$ cat src/design/cscf_pkg.sv
// ============================================================================
// CAN signal extract package
// Shared widths, codes, queue sizing and the entry types that pass from the
// frame classifier through the queue to the change filter.
// ============================================================================
package cscf_pkg;

    localparam int DATA_W  = 64;
    localparam int ID_W    = 29;
    localparam int LEN_W   = 7;
    localparam int START_W = 6;
    localparam int TICK_W  = 16;
    localparam int CFG_W   = 32;
    localparam int CIDX_W  = 3;

    // Ticks since the last result after which an unchanged value is sent again.
    // Zero turns the heartbeat off.
    localparam logic [TICK_W-1:0] HEARTBEAT_TICKS = 16'd1024;

    // Queue between the classifier and the filter; a power of two.
    localparam int Q_DEPTH = 4;
    localparam int Q_AW    = $clog2(Q_DEPTH);

    typedef enum logic [CIDX_W-1:0] {
        CFG_RULE_ENABLED  = 3'd0,
        CFG_CHANNEL_MATCH = 3'd1,
        CFG_ID_MATCH_MODE = 3'd2,
        CFG_TARGET_ID     = 3'd3,
        CFG_START_BIT     = 3'd4,
        CFG_BIT_LENGTH    = 3'd5,
        CFG_BIG_ENDIAN    = 3'd6,
        CFG_SIGNAL_SIGNED = 3'd7
    } t_cfg_index;

    typedef enum logic {
        OP_FRAME = 1'b0,
        OP_TICK  = 1'b1
    } t_op;

    typedef enum logic [1:0] {
        CH_ANY  = 2'd0,
        CH_ZERO = 2'd1,
        CH_ONE  = 2'd2,
        CH_NONE = 2'd3
    } t_chan_match;

    typedef enum logic [1:0] {
        ID_ANY  = 2'd0,
        ID_STD  = 2'd1,
        ID_EXT  = 2'd2,
        ID_NONE = 2'd3
    } t_id_mode;

    typedef struct packed {
        logic              is_tick;
        logic [DATA_W-1:0] raw;
        logic [DATA_W-1:0] value;
        logic [ID_W-1:0]   id;
        logic              channel;
    } t_entry;

    typedef struct packed {
        logic   push;
        t_entry entry;
    } t_push;

    typedef struct packed {
        logic   valid;
        t_entry entry;
    } t_head;

endpackage

$ cat src/design/cscf_front.sv
// ============================================================================
// CAN signal extract front end
// Holds the rule registers, filters frames by channel and identifier and
// pulls the signal out of the payload. Ticks and matching frames are queued.
// ============================================================================
module cscf_front import cscf_pkg::*; (
    input  logic                i_clk,
    input  logic                i_rst_n,
    input  logic                i_cfg_valid,
    input  logic [CIDX_W-1:0]   i_cfg_index,
    input  logic [CFG_W-1:0]    i_cfg_data,
    input  logic                i_in_valid,
    input  logic                i_full,
    input  logic                i_operation,
    input  logic                i_channel,
    input  logic [ID_W-1:0]     i_frame_id,
    input  logic                i_frame_extended,
    input  logic [3:0]          i_frame_length,
    input  logic [DATA_W-1:0]   i_frame_data,
    output t_push               o_push
);

    logic                r_rule_enabled;
    t_chan_match         r_channel_match;
    t_id_mode            r_id_match_mode;
    logic [ID_W-1:0]     r_target_id;
    logic [START_W-1:0]  r_start_bit;
    logic [LEN_W-1:0]    r_bit_length;
    logic                r_big_endian;
    logic                r_signal_signed;

    always_ff @(posedge i_clk) begin
        if (!i_rst_n) begin
            r_rule_enabled  <= 1'b0;
            r_channel_match <= CH_ANY;
            r_id_match_mode <= ID_ANY;
            r_target_id     <= '0;
            r_start_bit     <= '0;
            r_bit_length    <= 7'd8;
            r_big_endian    <= 1'b0;
            r_signal_signed <= 1'b0;
        end else if (i_cfg_valid) begin
            unique case (t_cfg_index'(i_cfg_index))
                CFG_RULE_ENABLED:  r_rule_enabled  <= i_cfg_data[0];
                CFG_CHANNEL_MATCH: r_channel_match <= t_chan_match'(i_cfg_data[1:0]);
                CFG_ID_MATCH_MODE: r_id_match_mode <= t_id_mode'(i_cfg_data[1:0]);
                CFG_TARGET_ID:     r_target_id     <= i_cfg_data[ID_W-1:0];
                CFG_START_BIT:     r_start_bit     <= i_cfg_data[START_W-1:0];
                CFG_BIT_LENGTH:    r_bit_length    <= i_cfg_data[LEN_W-1:0];
                CFG_BIG_ENDIAN:    r_big_endian    <= i_cfg_data[0];
                CFG_SIGNAL_SIGNED: r_signal_signed <= i_cfg_data[0];
                default:           r_rule_enabled  <= r_rule_enabled;
            endcase
        end
    end

    logic [3:0]          nbytes;
    logic [DATA_W-1:0]   data_m;
    logic [DATA_W-1:0]   data_mot;
    logic [DATA_W-1:0]   shift_i;
    logic [DATA_W-1:0]   shift_m;
    logic [DATA_W-1:0]   rev_m;
    logic [DATA_W-1:0]   len_mask;
    logic [DATA_W-1:0]   raw;
    logic [DATA_W-1:0]   value;
    logic [LEN_W-1:0]    len_rem;
    logic [START_W-1:0]  sign_idx;
    logic                chan_ok;
    logic                id_ok;
    logic                len_ok;
    logic                is_tick;

    // Bytes past the frame length are zeroed first. For Motorola order each
    // byte is bit-reversed so that an ascending index walks the signal MSB
    // first; the walked bits are then reversed and aligned to the length.
    always_comb begin
        nbytes = (i_frame_length > 4'd8) ? 4'd8 : i_frame_length;
        for (int b = 0; b < 8; b++) begin
            data_m[b*8 +: 8] = (4'(b) < nbytes) ? i_frame_data[b*8 +: 8] : 8'h00;
        end
        for (int b = 0; b < 8; b++) begin
            for (int p = 0; p < 8; p++) begin
                data_mot[b*8 + p] = data_m[b*8 + 7 - p];
            end
        end
        len_rem  = 7'd64 - r_bit_length;
        len_mask = {DATA_W{1'b1}} >> len_rem;
        shift_i  = data_m >> r_start_bit;
        shift_m  = data_mot >> r_start_bit;
        for (int i = 0; i < DATA_W; i++) begin
            rev_m[i] = shift_m[DATA_W-1-i];
        end
        raw      = r_big_endian ? (rev_m >> len_rem) : (shift_i & len_mask);
        sign_idx = START_W'(r_bit_length - 7'd1);
        value    = (r_signal_signed && raw[sign_idx]) ? (raw | ~len_mask) : raw;
    end

    always_comb begin
        unique case (r_channel_match)
            CH_ANY:  chan_ok = 1'b1;
            CH_ZERO: chan_ok = !i_channel;
            CH_ONE:  chan_ok = i_channel;
            CH_NONE: chan_ok = 1'b0;
            default: chan_ok = 1'b0;
        endcase
        unique case (r_id_match_mode)
            ID_ANY:  id_ok = 1'b1;
            ID_STD:  id_ok = (i_frame_id == r_target_id) && !i_frame_extended;
            ID_EXT:  id_ok = (i_frame_id == r_target_id) && i_frame_extended;
            ID_NONE: id_ok = 1'b0;
            default: id_ok = 1'b0;
        endcase
        len_ok  = (r_bit_length != '0) && (r_bit_length <= 7'd64);
        is_tick = (t_op'(i_operation) == OP_TICK);
    end

    always_comb begin
        o_push.push = i_in_valid && !i_full &&
                      (is_tick || (r_rule_enabled && chan_ok && id_ok && len_ok));
        o_push.entry.is_tick = is_tick;
        o_push.entry.raw     = raw;
        o_push.entry.value   = value;
        o_push.entry.id      = i_frame_id;
        o_push.entry.channel = i_channel;
    end

endmodule

$ cat src/design/cscf_queue.sv
// ============================================================================
// CAN signal extract queue
// Small first-in first-out buffer of classified items between the front end
// and the change filter.
// ============================================================================
module cscf_queue import cscf_pkg::*; (
    input  logic  i_clk,
    input  logic  i_rst_n,
    input  t_push i_push,
    input  logic  i_pop,
    output t_head o_head,
    output logic  o_full
);

    t_entry          r_mem [Q_DEPTH];
    logic [Q_AW-1:0] r_wr_ptr;
    logic [Q_AW-1:0] r_rd_ptr;
    logic [Q_AW:0]   r_count;

    always_ff @(posedge i_clk) begin
        if (i_push.push) begin
            r_mem[r_wr_ptr] <= i_push.entry;
        end
    end

    always_ff @(posedge i_clk) begin
        if (!i_rst_n) begin
            r_wr_ptr <= '0;
            r_rd_ptr <= '0;
            r_count  <= '0;
        end else begin
            if (i_push.push) begin
                r_wr_ptr <= r_wr_ptr + Q_AW'(1);
            end
            if (i_pop) begin
                r_rd_ptr <= r_rd_ptr + Q_AW'(1);
            end
            if (i_push.push && !i_pop) begin
                r_count <= r_count + (Q_AW+1)'(1);
            end else if (i_pop && !i_push.push) begin
                r_count <= r_count - (Q_AW+1)'(1);
            end
        end
    end

    assign o_head.valid = (r_count != '0);
    assign o_head.entry = r_mem[r_rd_ptr];
    assign o_full       = (r_count == (Q_AW+1)'(Q_DEPTH));

endmodule

$ cat src/design/cscf_back.sv
// ============================================================================
// CAN signal extract change filter
// Keeps the last sent value and the tick counter, decides whether a queued
// frame is published and holds the result in the output register.
// ============================================================================
module cscf_back import cscf_pkg::*; (
    input  logic              i_clk,
    input  logic              i_rst_n,
    input  t_head             i_head,
    input  logic              i_out_stall,
    output logic              o_pop,
    output logic              o_out_valid,
    output logic [DATA_W-1:0] o_signal_raw,
    output logic [DATA_W-1:0] o_signal_value,
    output logic              o_publish_reason,
    output logic [ID_W-1:0]   o_source_id,
    output logic              o_source_channel
);

    logic [DATA_W-1:0] r_last_value;
    logic              r_has_value;
    logic [TICK_W-1:0] r_ticks;
    logic              r_out_valid;
    logic [DATA_W-1:0] r_signal_raw;
    logic [DATA_W-1:0] r_signal_value;
    logic              r_publish_reason;
    logic [ID_W-1:0]   r_source_id;
    logic              r_source_channel;

    logic out_free;
    logic changed;
    logic beat;
    logic emit;
    logic load;
    logic tick_pop;

    always_comb begin
        out_free = !r_out_valid || !i_out_stall;
        changed  = !r_has_value || (r_last_value != i_head.entry.raw);
        beat     = (HEARTBEAT_TICKS != '0) && (r_ticks >= HEARTBEAT_TICKS);
        emit     = i_head.valid && !i_head.entry.is_tick && (changed || beat);
        load     = emit && out_free;
        o_pop    = i_head.valid && (i_head.entry.is_tick || !emit || out_free);
        tick_pop = i_head.valid && i_head.entry.is_tick;
    end

    always_ff @(posedge i_clk) begin
        if (!i_rst_n) begin
            r_last_value <= '0;
            r_has_value  <= 1'b0;
            r_ticks      <= '0;
            r_out_valid  <= 1'b0;
        end else begin
            if (load) begin
                r_last_value <= i_head.entry.raw;
                r_has_value  <= 1'b1;
                r_ticks      <= '0;
            end else if (tick_pop && (r_ticks != {TICK_W{1'b1}})) begin
                r_ticks <= r_ticks + TICK_W'(1);
            end
            if (load) begin
                r_out_valid <= 1'b1;
            end else if (!i_out_stall) begin
                r_out_valid <= 1'b0;
            end
        end
    end

    always_ff @(posedge i_clk) begin
        if (load) begin
            r_signal_raw     <= i_head.entry.raw;
            r_signal_value   <= i_head.entry.value;
            r_publish_reason <= !changed;
            r_source_id      <= i_head.entry.id;
            r_source_channel <= i_head.entry.channel;
        end
    end

    assign o_out_valid      = r_out_valid;
    assign o_signal_raw     = r_signal_raw;
    assign o_signal_value   = r_signal_value;
    assign o_publish_reason = r_publish_reason;
    assign o_source_id      = r_source_id;
    assign o_source_channel = r_source_channel;

endmodule

$ cat src/design/can_signal_extract_change_filter.sv
// ============================================================================
// CAN signal extract with change filter
// Extracts one configured signal from CAN frames and publishes it on first
// value, on change, or when the heartbeat interval has passed.
// ============================================================================
// Usage:
// The input channel carries either a received frame or one heartbeat tick.
// A transfer takes place on a rising edge with i_in_valid high and o_in_stall
// low. Frames that fail the rule (disabled, wrong channel, wrong identifier,
// bad signal length) are dropped at the input and leave no trace.
// The configuration channel writes one rule register per transfer
// (i_cfg_valid and o_cfg_ready high); o_cfg_ready is always high, and the
// rule should only be changed while the block is idle.
// A frame accepted at the input is written into the queue and, once it is at
// the head and must publish, is loaded from there into the output register.
// Throughput: one item per cycle, sustained, as long as the output is not
// stalled. A four-entry queue decouples the input side from the output
// register, so o_in_stall rises only when that queue is full.
// When the receiver holds i_out_stall, the result stays in the output
// register unchanged; ticks and frames that publish nothing still drain from
// the queue, and the first frame that must publish waits at its head.
// Reset clears the queue, the output valid, the tick counter and the stored
// value, and returns the rule registers to their defaults (rule disabled,
// eight-bit signal).
// ============================================================================
module can_signal_extract_change_filter import cscf_pkg::*; (
    input  logic                i_clk,
    input  logic                i_rst_n,
    // Configuration write channel
    input  logic                i_cfg_valid,
    output logic                o_cfg_ready,
    input  logic [CIDX_W-1:0]   i_cfg_index,
    input  logic [CFG_W-1:0]    i_cfg_data,
    // Input item channel
    input  logic                i_in_valid,
    output logic                o_in_stall,
    input  logic                i_operation,
    input  logic                i_channel,
    input  logic [ID_W-1:0]     i_frame_id,
    input  logic                i_frame_extended,
    input  logic [3:0]          i_frame_length,
    input  logic [DATA_W-1:0]   i_frame_data,
    // Result channel
    output logic                o_out_valid,
    input  logic                i_out_stall,
    output logic [DATA_W-1:0]   o_signal_raw,
    output logic [DATA_W-1:0]   o_signal_value,
    output logic                o_publish_reason,
    output logic [ID_W-1:0]     o_source_id,
    output logic                o_source_channel
);

    t_push push;
    t_head head;
    logic  full;
    logic  pop;

    // Rule registers live in the front end; the write is never refused.
    assign o_cfg_ready = 1'b1;

    // The input side stalls only on a full queue, independent of i_in_valid.
    assign o_in_stall = full;

    cscf_front u_front (
        .i_clk            (i_clk),
        .i_rst_n          (i_rst_n),
        .i_cfg_valid      (i_cfg_valid),
        .i_cfg_index      (i_cfg_index),
        .i_cfg_data       (i_cfg_data),
        .i_in_valid       (i_in_valid),
        .i_full           (full),
        .i_operation      (i_operation),
        .i_channel        (i_channel),
        .i_frame_id       (i_frame_id),
        .i_frame_extended (i_frame_extended),
        .i_frame_length   (i_frame_length),
        .i_frame_data     (i_frame_data),
        .o_push           (push)
    );

    cscf_queue u_queue (
        .i_clk   (i_clk),
        .i_rst_n (i_rst_n),
        .i_push  (push),
        .i_pop   (pop),
        .o_head  (head),
        .o_full  (full)
    );

    // The filter applies ticks and frames strictly in queue order, so the
    // stored value and the tick count always follow the accepted sequence.
    cscf_back u_back (
        .i_clk            (i_clk),
        .i_rst_n          (i_rst_n),
        .i_head           (head),
        .i_out_stall      (i_out_stall),
        .o_pop            (pop),
        .o_out_valid      (o_out_valid),
        .o_signal_raw     (o_signal_raw),
        .o_signal_value   (o_signal_value),
        .o_publish_reason (o_publish_reason),
        .o_source_id      (o_source_id),
        .o_source_channel (o_source_channel)
    );

endmodule

$ cat config.mk
export PLATFORM = sky130hd
export DESIGN_NAME = can_signal_extract_change_filter
export DESIGN_NICKNAME = d
export VERILOG_FILES = /design/src/design/cscf_pkg.sv /design/src/design/cscf_front.sv /design/src/design/cscf_queue.sv /design/src/design/cscf_back.sv /design/src/design/can_signal_extract_change_filter.sv
export SDC_FILE = /design/constraint.sdc
export NUM_CORES = 2
export LEC_CHECK = 0
export BUFFER_PORTS_ARGS = -buffer_cell sky130_fd_sc_hd__buf_2
export CELL_PAD_IN_SITES_DETAIL_PLACEMENT = 0
export CELL_PAD_IN_SITES_GLOBAL_PLACEMENT = 2
export CORE_MARGIN = 10
export CORE_UTILIZATION = 39
export CTS_BUF_LIST = sky130_fd_sc_hd__clkbuf_8
export CTS_CLUSTER_DIAMETER = 30
export DETAILED_ROUTE_END_ITERATION = 6
export PLACE_DENSITY = 0.88
export SYNTH_ARGS = -nofsm -noshare
export SYNTH_HDL_FRONTEND = slang
export SYNTH_SLANG_ARGS = --single-unit
$ cat constraint.sdc
create_clock -name i_clk -period 7.96 [get_ports i_clk]
set_input_delay 1.592 -clock i_clk [delete_from_list [all_inputs] [get_ports i_clk]]
set_output_delay 1.592 -clock i_clk [all_outputs]
set_load 0.005 [all_outputs]
# Word-level counts from Yosys, hierarchy flattened

Memory sizes are Yosys's and may differ from the RTL's. A register that Yosys moved wholly into a read port is not among the register bits.
Cells that the tools add are included.

Bits in read-only memories: 0
Memories: 1
Input bits: 140
RAM bits: 636
Word-level logic and storage cells: 138
Flip-flop bits (word level): 297
Output and inout bits: 162
Bits in latches: 0

Memories:

| name          | words | bits a word | rd ports | clocked after Yosys merged registers in | wr ports | RTL line         | source |
|---|---|---|---|---|---|---|---|
| u_queue.r_mem | 4     | 159         | 1        | 1                                       | 1        | cscf_queue.sv:15 | `t_entry r_mem [Q_DEPTH];` |

Order comparisons: 12
Equality and inequality tests: 18
Shift operators: 4
Multipliers: 0
Div/mod/pow operators: 0
Muxes and demuxes: 23
Add/subtract/negate cells: 7
Reductions and logical operators: 49
Bitwise logic cells: 4

Operators with widths:

| operator                                                                | number |
|---|---|
| 64-bit two-way mux                                                      | 2 |
| 64-bit by 6-bit right shift with 64-bit output                          | 2 |
| 64-bit bitwise AND                                                      | 1 |
| 8-bit two-way mux                                                       | 8 |
| 64-bit inequality test                                                  | 1 |
| 64-bit NOT                                                              | 1 |
| 64-bit bitwise OR                                                       | 1 |
| 64-bit by 7-bit right shift with 64-bit output                          | 1 |
| 64-bit by 7-bit right shift with 64-bit output, first input constant    | 1 |
| 29-bit == test                                                          | 1 |
| 1-bit logical AND                                                       | 17 |
| 16-bit by 1-bit adder with 16-bit output, second input constant         | 1 |
| 16-bit by 11-bit >= comparator with 1-bit output, second input constant | 1 |
| 3-bit by 4-bit < comparator with 1-bit output, first input constant     | 4 |
| 16-bit inequality test, second input constant                           | 1 |
| 2-bit AND reduction                                                     | 8 |
| 3-bit == test, second input constant                                    | 5 |
| 1-bit zero test                                                         | 11 |
| 2-bit == test, second input constant                                    | 4 |
| 1-bit by 4-bit < comparator with 1-bit output, first input constant     | 2 |
| 2-bit by 4-bit < comparator with 1-bit output, first input constant     | 2 |
| 1-bit one-hot mux with 4 select lines                                   | 2 |
| 7-bit <= comparator, second input constant                              | 1 |
| 6-bit by 7-bit < comparator with 1-bit output, second input constant    | 1 |
| 23 further kinds                                                        | 38 |

# Logic depth before layout (Yosys ltp)

Word-level depth: 11
Mapped depth: 27
Mapped depth without buffers: 18

# By module

From an unflattened synthesis, not the netlist that was laid out.

Cell total of the unflattened synthesis: 4,763
Area, all modules: 54,425.9 um^2

Modules (own cells, without submodules):

| module                           | cells each | times used | area an instance (um^2) | seq. area each (um^2) |
|---|---|---|---|---|
| cscf_queue                       | 874        | 1          | 23,387.4                | 19,278.5 |
| cscf_front                       | 3,232      | 1          | 21,789.6                | 980.9 |
| cscf_back                        | 655        | 1          | 9,237.6                 | 6,416.2 |
| can_signal_extract_change_filter | 2          | 1          | 11.3                    | 0.0 |

# Worst setup path before layout

Ideal clock, no wire load.

Path kind: register to register
Start: register with a tool-made name
End: register u_back.r_last_value[32]
Arrival: 8,703 ps
Path slack: -863 ps
Clock period less this slack: 8,823 ps
Cell stages (with the launch flop): 18
Library setup time: 120 ps
Required time: 7,840 ps
Buffers on the path: 6
Cell sequence: dfxtp_1 -> clkbuf_1 -> buf_1 -> buf_1 -> mux4_2 -> xnor2_1 -> nand4_1 -> nor4_1 -> nand2_1 -> nor4_1 -> a31oi_1 -> nor2b_1 -> a21boi_0 -> clkbuf_1 -> buf_1 -> clkbuf_1 -> o21ai_0 -> and2_1

RTL lines:

| element              | RTL line        | source |
|---|---|---|
| end signal, assigned | cscf_back.sv:55 | `r_last_value <= i_head.entry.raw;` |
| end, declared        | cscf_back.sv:20 | `logic [DATA_W-1:0] r_last_value;` |

==> metrics.cfg <==
[synthesis]
netlist_instances = 4780
yosysWarnings = 0
synth_ff_type = edfxtp_1
synth_area_leader_cell = edfxtp_1
seq_area_frac_synth_pct = 49.6
synthTopCellsByArea = edfxtp_1 44%, mux4_2 9.0%, dfxtp_1 5.2%, mux2i_1 4.0%, nand2_1 3.1%
syn_avg_cell_area_um2 = 11.3
synth-async-reset-ratio_pct = 0
synth_top_area_share_pct = 44.4
ys_ff_latch = 935
syn_area_um2 = 53800
syn-num-nets = 4934
synth_edf_count = 795
yosys.cell_types.count = 115

[clocking]
cts-root-buf = clkbuf_8
hold_buffers = 0
cts.sinks = 935
clk_latency_ns = 0.82
cts_buffers = 138
clkSlewWorstSetupHoldPaths_ns = 0.07
postCtsSetupBuffers = 0
post_cts_resized = 0
ctsHtreeMaxLevel = 4
cts_tree = yes
cts_buffer_depth = 3

[timing]
fin_crit_ns = 7.25
max_slew_margin_pct = 5.15
setup_viol = 0
period_share_pct = 91.1
tns_ns = 0
rsz0062_at_grt = no
tightest_slew_ns = 1.42
slew_violations = 0
setup_slack_ns = 0.708
finalClockSkew_ns = 0.0430
hold_violations = 0
fmax_mhz = 138

[placed_design]
hpwl_mm = 202
port_buffers = 297
placed_cell_area_um2 = 61800
gp_congestion = 1.09
pre_cts_slack_ns = 0.208

[power]
seqPwrFrac_pct = 42.4
power.share.clock_pct = 24.7
p_switching_w = 0.00517
p_int_w = 0.0101
ir_drop_mv = 0.330
swShare_pct = 33.9
p_per_area_nw_per_um2 = 237
p_leak_nw = 23.1
comb_power_share_pct = 32.9

[finish]
fin_util_pct = 47.0
layout_common_cells = 795 x edfxtp_1, 683 x buf_4, 445 x nand2_1
drive_above_1_share_pct = 28.1
final_common_cell = edfxtp_1
postLayoutCellArea_um2 = 64500
area_delta_synth_final_pct = 19.9
nFillCells = 12600
fin_nets = 5710

[critical_path]
worstPathMaxFanout = 31
start_kind = primary input
cp-end-kind = flop
arrival_ns = 7.92
crit_required_ns = 8.63
critPathKind = primary input to flop

[route]
dr.pass1.iters = 6
drt-total-wl_mm = 263
ant_nets = 0
via_count = 49000
detail_route.vias_per_cell = 6.57
wl_per_cell_um = 35.2
dr.first_iter.drc_count = 7324
drc = 0

[grt]
antenna_found_initial = 12
grt_max_degree = 154
overflow = 0
grt_first_pass_wirelength_mm = 364
grt_pass1_vias = 47000
track_usage_pct = 33.2

[job]
cap_violations = 0

[worst_hold_path]
hp-class = flop to flop

[floorplanning]
ios = 302
dieHeight_um = 391
core-area_um2 = 137000
row_count = 136
fp.dieW_um = 391
die_area_um2 = 153000
initial_core_util_pct = 39.2

[run_status]
status = finished, final reports clean

[registers in the layout (all words and copies together) (netlist names), 3 cells and up, named ones only]
name                   flops
u_back.o_signal_raw       64
u_back.o_signal_value     64
u_back.o_source_id        29
u_back.r_last_value       64
u_back.r_ticks            16
u_front.r_bit_length       7
u_front.r_start_bit        6
u_front.r_target_id       29
u_queue.r_count            3
u_queue.r_mem            636
[through the flow]
step,hold slack (ns),power [W],std cells
floorplan,0.434,0.00920,4780
global placement,0.442,0.0114,7210
detailed placement,0.449,0.0115,7210
CTS,0.465,0.0153,7458
global route,0.496,0.0158,7460
finish,0.466,0.0153,7465
[final timing paths]
kind                                             start              endpoint  slack [ns]  depth (start not counted)
worst max register to register  u_front.r_start_bit[0]  u_queue.r_mem[2][33]        0.81                         23
worst max-delay path                 i_frame_length[3]  u_queue.r_mem[2][31]        0.71                         24
worst min-delay path                u_back.r_has_value    u_back.r_has_value        0.47                          1
worst min register to register      u_back.r_has_value    u_back.r_has_value        0.47                          1
[synth_stat cells, types with 49 or more instances]
| cell type | count |
|---|---|
| a22oi_1 | 56 |
| o22ai_1 | 85 |
| buf_2 | 64 |
| clkbuf_1 | 207 |
| nand3_1 | 151 |
| nand4_1 | 72 |
| nor2b_1 | 87 |
| inv_1 | 59 |
| nor3_1 | 130 |
| o211ai_1 | 67 |
| a21oi_1 | 217 |
| xnor2_1 | 72 |
| a31oi_1 | 54 |
| nand2_1 | 445 |
| dfxtp_1 | 140 |
| edfxtp_1 | 795 |
| buf_1 | 70 |
| mux2_2 | 49 |
| a211oi_1 | 73 |
| mux4_2 | 216 |
| mux2i_1 | 215 |
| o21ai_0 | 208 |
| nor2_1 | 356 |
[power groups by stage]
stage,registers (W),clock network (W),logic (W)
CTS,0.00647,0.00384,0.00496
floorplan,0.00655,0,0.00265
detailed placement,0.00657,0,0.00495
global route,0.00653,0.00404,0.00527
finish,0.00647,0.00376,0.00502
global placement,0.00654,0,0.00489
[final cells by class]
class / instances / area (µm²) / area share, %
Timing Repair Buffer: 1010 / 7230 / 11.2
Multi-Input combinational cell: 3408 / 25400 / 39.3
Sequential cell: 935 / 26700 / 41.4
Clock inverter: 102 / 688 / 1.07
Tap cell: 1794 / 2240 / 3.48
Inverter: 63 / 236 / 0.367
Clock buffer: 146 / 2010 / 3.12
Antenna cell: 7 / 17.5 / 0.0272
[cells by family (layout without fill, tap and decap cells)]
group                      after synthesis  in the layout  share of synthesized area, %
buffers and inverters                  437           1321                          3.58
muxes                                  481            481                          14.1
and+or+nand+nor                       1495           1495                          13.4
AOI/OAI and AO/OA                     1308           1308                          17.2
DFF                                    935            935                          49.6
other                                    1              8                       0.00697
adders and majority gates               14             14                         0.340
xor gates and xnor gates               109            109                          1.77
[worst max-delay path, stage by stage]
cell	delay, ns
buf_2	0.42
buf_12	0.20
a31oi_1	0.05
buf_4	0.21
o32ai_1	0.53
o31ai_1	0.33
a221oi_1	0.59
buf_4	0.22
o21ai_0	0.10
buf_4	0.15
a21oi_1	0.17
buf_4	0.17
mux2i_1	0.07
buf_4	0.18
a32oi_1	0.18
o2111ai_1	0.26
o21ai_0	0.57
o22ai_1	0.17
or4_4	0.56
nor4_4	0.40
nor3_4	0.12
buf_12	0.19
o21bai_1	0.27
buf_4	0.18
[layer usage]
layer	track usage, %	wire length, µm
met4	17.1	16300
met5	0	74
met2	50.3	115000
met1	44.0	103000
met3	8.17	28400
(Power assumes the default switching activity.)
